$ cat src/hw/rtl/tce_pkg.sv
// Package for the instruction execute block: command codes and shared types.
// No dependencies.
`timescale 1ns / 1ps
package tce_pkg;
	typedef enum logic [4:0] {
		CMD_ADD = 5'd0, CMD_SUB = 5'd1, CMD_MUL = 5'd2, CMD_DIV = 5'd3,
		CMD_MOV = 5'd4, CMD_AND = 5'd5, CMD_OR = 5'd6, CMD_XOR = 5'd7,
		CMD_NOT = 5'd8, CMD_CMP = 5'd9, CMD_JMP = 5'd10, CMD_JE = 5'd11,
		CMD_JNE = 5'd12, CMD_JG = 5'd13, CMD_JGE = 5'd14, CMD_JL = 5'd15,
		CMD_JLE = 5'd16, CMD_CALL = 5'd17, CMD_RET = 5'd18, CMD_END = 5'd19,
		CMD_NOP = 5'd20
	} cmd_t;
	typedef enum logic [1:0] {
		OP_MUL = 2'd0, OP_DIV = 2'd1
	} iter_op_t;
	typedef struct packed {
		logic     start;
		iter_op_t op;
	} iter_ctl_t;
	typedef struct packed {
		logic busy;
		logic done;
	} iter_sts_t;
endpackage

$ cat src/hw/rtl/tce_iter_unit.sv
// Shared iterative unit: shift-add multiply and restoring divide, one bit a cycle.
// Depends on tce_pkg.
`timescale 1ns / 1ps
module tce_iter_unit #(
	parameter int DATA_WIDTH = 32
) (
	input  logic                    clk,
	input  logic                    arst_n,
	input  tce_pkg::iter_ctl_t      ctl,
	input  logic [DATA_WIDTH-1:0]   op_a,
	input  logic [DATA_WIDTH-1:0]   op_b,
	output tce_pkg::iter_sts_t      sts,
	output logic [DATA_WIDTH-1:0]   result
);
	import tce_pkg::*;
	localparam int CW = $clog2(DATA_WIDTH + 1);
	logic [CW-1:0]          cnt_q;
	logic                   busy_q, done_q, neg_q;
	iter_op_t               op_q;
	logic [DATA_WIDTH-1:0]  acc_q, sh_q, den_q;
	logic [DATA_WIDTH:0]    rem_try;
	logic [DATA_WIDTH-1:0]  rem_sh;

	assign rem_sh = {acc_q[DATA_WIDTH-2:0], sh_q[DATA_WIDTH-1]};
	assign rem_try = {1'b0, rem_sh} - {1'b0, den_q};

	always_ff @(posedge clk or negedge arst_n) begin
		if (!arst_n) begin
			busy_q <= 1'b0;
			done_q <= 1'b0;
			cnt_q <= '0;
		end else begin
			done_q <= 1'b0;
			if (ctl.start) begin
				busy_q <= 1'b1;
				cnt_q <= CW'(DATA_WIDTH);
			end else if (busy_q) begin
				cnt_q <= cnt_q - 1'b1;
				if (cnt_q == CW'(1)) begin
					busy_q <= 1'b0;
					done_q <= 1'b1;
				end
			end
		end
	end

	always_ff @(posedge clk) begin
		if (ctl.start) begin
			op_q <= ctl.op;
			acc_q <= '0;
			if (ctl.op == OP_DIV) begin
				neg_q <= op_a[DATA_WIDTH-1] ^ op_b[DATA_WIDTH-1];
				sh_q <= op_a[DATA_WIDTH-1] ? -op_a : op_a;
				den_q <= op_b[DATA_WIDTH-1] ? -op_b : op_b;
			end else begin
				neg_q <= 1'b0;
				sh_q <= op_a;
				den_q <= op_b;
			end
		end else if (busy_q) begin
			if (op_q == OP_MUL) begin
				acc_q <= (acc_q << 1) + (sh_q[DATA_WIDTH-1] ? den_q : '0);
				sh_q <= sh_q << 1;
			end else begin
				sh_q <= {sh_q[DATA_WIDTH-2:0], ~rem_try[DATA_WIDTH]};
				acc_q <= rem_try[DATA_WIDTH] ? rem_sh : rem_try[DATA_WIDTH-1:0];
			end
		end
	end

	always_comb begin
		case (op_q)
			OP_MUL:  result = acc_q;
			OP_DIV:  result = neg_q ? -sh_q : sh_q;
			default: result = acc_q;
		endcase
	end

	assign sts.busy = busy_q;
	assign sts.done = done_q;
endmodule

$ cat config.mk
export PLATFORM = sky130hd
export DESIGN_NAME = tce_iter_unit
export DESIGN_NICKNAME = d
export VERILOG_FILES = /design/src/hw/rtl/tce_pkg.sv /design/src/hw/rtl/tce_iter_unit.sv
export SDC_FILE = /design/constraint.sdc
export NUM_CORES = 1
export LEC_CHECK = 0
export ABC_CLOCK_PERIOD_IN_PS = 4900
export BUFFER_PORTS_ARGS = -buffer_cell sky130_fd_sc_hd__buf_2
export CORE_UTILIZATION = 25
export CTS_BUF_LIST = sky130_fd_sc_hd__clkbuf_2 sky130_fd_sc_hd__clkbuf_4 sky130_fd_sc_hd__clkbuf_8
export CTS_CLUSTER_DIAMETER = 80
export DETAILED_ROUTE_END_ITERATION = 6
export GPL_TIMING_DRIVEN = 1
export PLACE_DENSITY = 0.44
export REMOVE_ABC_BUFFERS = 1
export SYNTH_ARGS = -nofsm -noshare
export SYNTH_HDL_FRONTEND = slang
export SYNTH_SLANG_ARGS = --single-unit
$ cat constraint.sdc
create_clock -name clk -period 4.9 [get_ports clk]
set_clock_uncertainty 0.2 [all_clocks]
set_input_delay 0.98 -clock clk [delete_from_list [all_inputs] [get_ports clk]]
set_output_delay 0.98 -clock clk [all_outputs]
set_load 0.01 [all_outputs]
==> out/results.txt <==
Status - complete, no violations
Yosys reg bits - 107
Global route hottest layer - met2
Mapped Area - 10160 µm²
Post-CTS Setup Repair Bufs - 0
Worst Setup SP - sh_q[5]
Post-CTS Hold Buffers - 0
WP data arrival - 3.40 ns
RSZ-0062 raised after global routing - no
Dpl hpwl - 26600 µm
Vias in the first global route - 9174
I/O pins - 103
M3 GR Usage - 0.01630
Most used cell, CP - or3_1
Worst VDD drop - 0.0001328 V
Starting DRC count in detailed routing - 531
CTS sink count - 107
Final setup fails - 0
Routed Antenna Nets - 0
Initial core utilization - 0.2544
Sequential share of the synthesized area - 0.2809
Max Fclk - 218.4 MHz
DR pass1 iterations - 6
Max cap viols - 0
Fin crit period - 4.578 ns
Final Cycle Share - 0.9343
Rel. slew slack - 0.4693
CTS Buffer Depth - 2
Warnings from Yosys - 0
Crit-path leading delay family - simple AND/OR/NAND/NOR gates
Slew Limit Fails - 0
Die area - 41430 µm²
DR vias - 9320
Main synth FF type - edfxtp_1
Area growth from synthesis to layout - 12.15%
Required time worst endpoint - 3.72 ns
Worst-path cell chain - nor4_4 > nand3_1 > or3_1 > or3_1 > or2_2 > o31ai_2 > xor2_1 > o21ai_0 > buf_2
Drt drc - 0
Worst path bufs/invs - 1
Slowest cell delay on critical path - 0.50 ns
Final Wtd Congestion - 0.8479
Nets - 1488
Hold Vio Cnt, Final - 0
Worst reg2reg path startpoint - sh_q[31]
Buffers on Ports - 102
Critical Path Start Type - flop
Worst R2R Setup Slack - 0.69 ns
Die height - 203.6 µm
Layout cell share with drive strength beyond 1 - 0.1123
Yosys cell types - 77
Antenna violations before repair - 2
Routing usage on met1 - 0.2189
Multi-input logic area - 6790 µm²
Total CTS buffers - 9
Leakage - 4.765 nW
Final WL - 33230 µm
Avg Vias per Cell - 4.957
Number of flops mapped to enable cells by yosys - 67
Crit. End Element - output pin
Reg2Reg Depth - 12
CTS tree - built
Leading cell types in the layout, fill and taps excluded - nor2_1, a21oi_1, nand2_1
Post-Syn Area per Cell - 7.867 µm²
CTS clk-pin slew, worst paths - 0.11 ns
Worst-Skew Late Latency - 0.43 ns
Worst hold path type - primary input to asynchronous set/reset pin
Worst hold slack - 0.1715 ns
First-pass GRT wire length - 51990 µm
Critical-path maximum fanout - 4
M2 GR Usage - 0.2665
Core Box Area - 39910 µm²
R2R Path End - acc_q[30]
Clk Tree Root Cell - clkbuf_8
FF/Latch Area - 2853 µm²
Total negative slack - 0 ns
Total GRT Usage - 0.1623
Grt ovf - 0
Critical path type - flop to output pin
Worst setup path endpoint - result[25]
PD cells - 325.2 nW/µm²
Fill cells - 4346
Critical-path top delay cell - edfxtp_1
Post-synthesis instance total - 1291
Asr flop ratio synth - 0.07477
H-Tree Depth - 3
Die width - 203.6 µm
Crit path depth - 9
Leading cell type in the layout, fill and taps excluded - nor2_1
Routed length per instance - 17.67 µm
Largest net degree at the start of global routing - 54
Worst-Margin Slew - 0.7942 ns
Core Rows - 73
CTS resizes - 0
-- worst min path at each step --
stage / startpoint / endpoint / depth (start not counted)
2_1_floorplan: cnt_q[5] / cnt_q[5] / 2
3_3_place_gp: cnt_q[5] / cnt_q[5] / 2
3_5_place_dp: cnt_q[5] / cnt_q[5] / 2
4_1_cts: arst_n / cnt_q[5] / 1
5_1_grt: arst_n / cnt_q[5] / 1
6_report: arst_n / cnt_q[5] / 1
-- stage by stage --
stage	util	area [µm²]	power, mW	cells	worst slack, ns
2_1_floorplan	-	9871	2.464	1223	0.5979
3_3_place_gp	0.2795	11160	3.058	1863	0.7163
3_5_place_dp	0.2795	11160	3.049	1863	0.6817
4_1_cts	0.2853	11390	3.721	1879	0.2740
5_1_grt	0.2854	11390	3.954	1880	0.1780
6_report	0.2854	11390	3.704	1880	0.3221
-- per-layer routing --
layer / vias to the layer above / wire, µm
met1: 4351 / 16200
met3: 33 / 1031
met4: 2 / 764
met5: - / 12
li1: 4752 / -
met2: 182 / 15210
-- power breakdown --
group	internal (mW)	leakage (nW)	switching, mW
Sequential	1.11	1.03	0.196
Combinational	0.683	3.62	1.05
Clock	0.321	0.118	0.339
-- layout make-up --
type / count / share of cell area
inverter: 62 / 0.02043
antenna: 1 / 0.0002197
timing repair buffer: 115 / 0.05471
tap: 525 / 0.05767
clock inverter: 4 / 0.006372
sequential: 107 / 0.2505
multi-input combinational: 1054 / 0.5962
clock buffer: 12 / 0.01395
-- synth_stat cells (13+ instances only) --
cell,n,area [µm²]
nor2_1,159,596.8
a21oi_1,126,630.6
nand2_1,124,465.5
o21ai_0,96,480.5
xor2_1,79,691.9
ha_1,68,850.8
xnor2_1,68,595.6
edfxtp_1,67,2012
inv_1,62,232.7
clkbuf_1,54,202.7
dfxtp_1,32,640.6
a21o_1,29,217.7
nor3_1,27,135.1
o31ai_1,23,172.7
nand3_1,17,85.08
a211oi_1,15,112.6
nand2b_1,13,81.33
-- state kept, by name, summed over array words and instances (netlist names) --
signal and flops:
den_q 32, acc_q 32, busy_q 1, done_q 1, sh_q 32, cnt_q 6, neg_q 1, op_q 2
-- kinds of logic (layout without fill, tap and decap cells) --
family / after synthesis / after routing / share of synthesized area
buf+inv: 130 / 193 / 0.05100
fa+ha+maj: 70 / 70 / 0.08772
mux: 9 / 9 / 0.008994
xor+xnor: 147 / 147 / 0.1268
other cells: 0 / 1 / 0
compound gates: 396 / 396 / 0.2474
simple gates: 432 / 432 / 0.1972
flops: 107 / 107 / 0.2809
(Power assumes the default switching activity.)
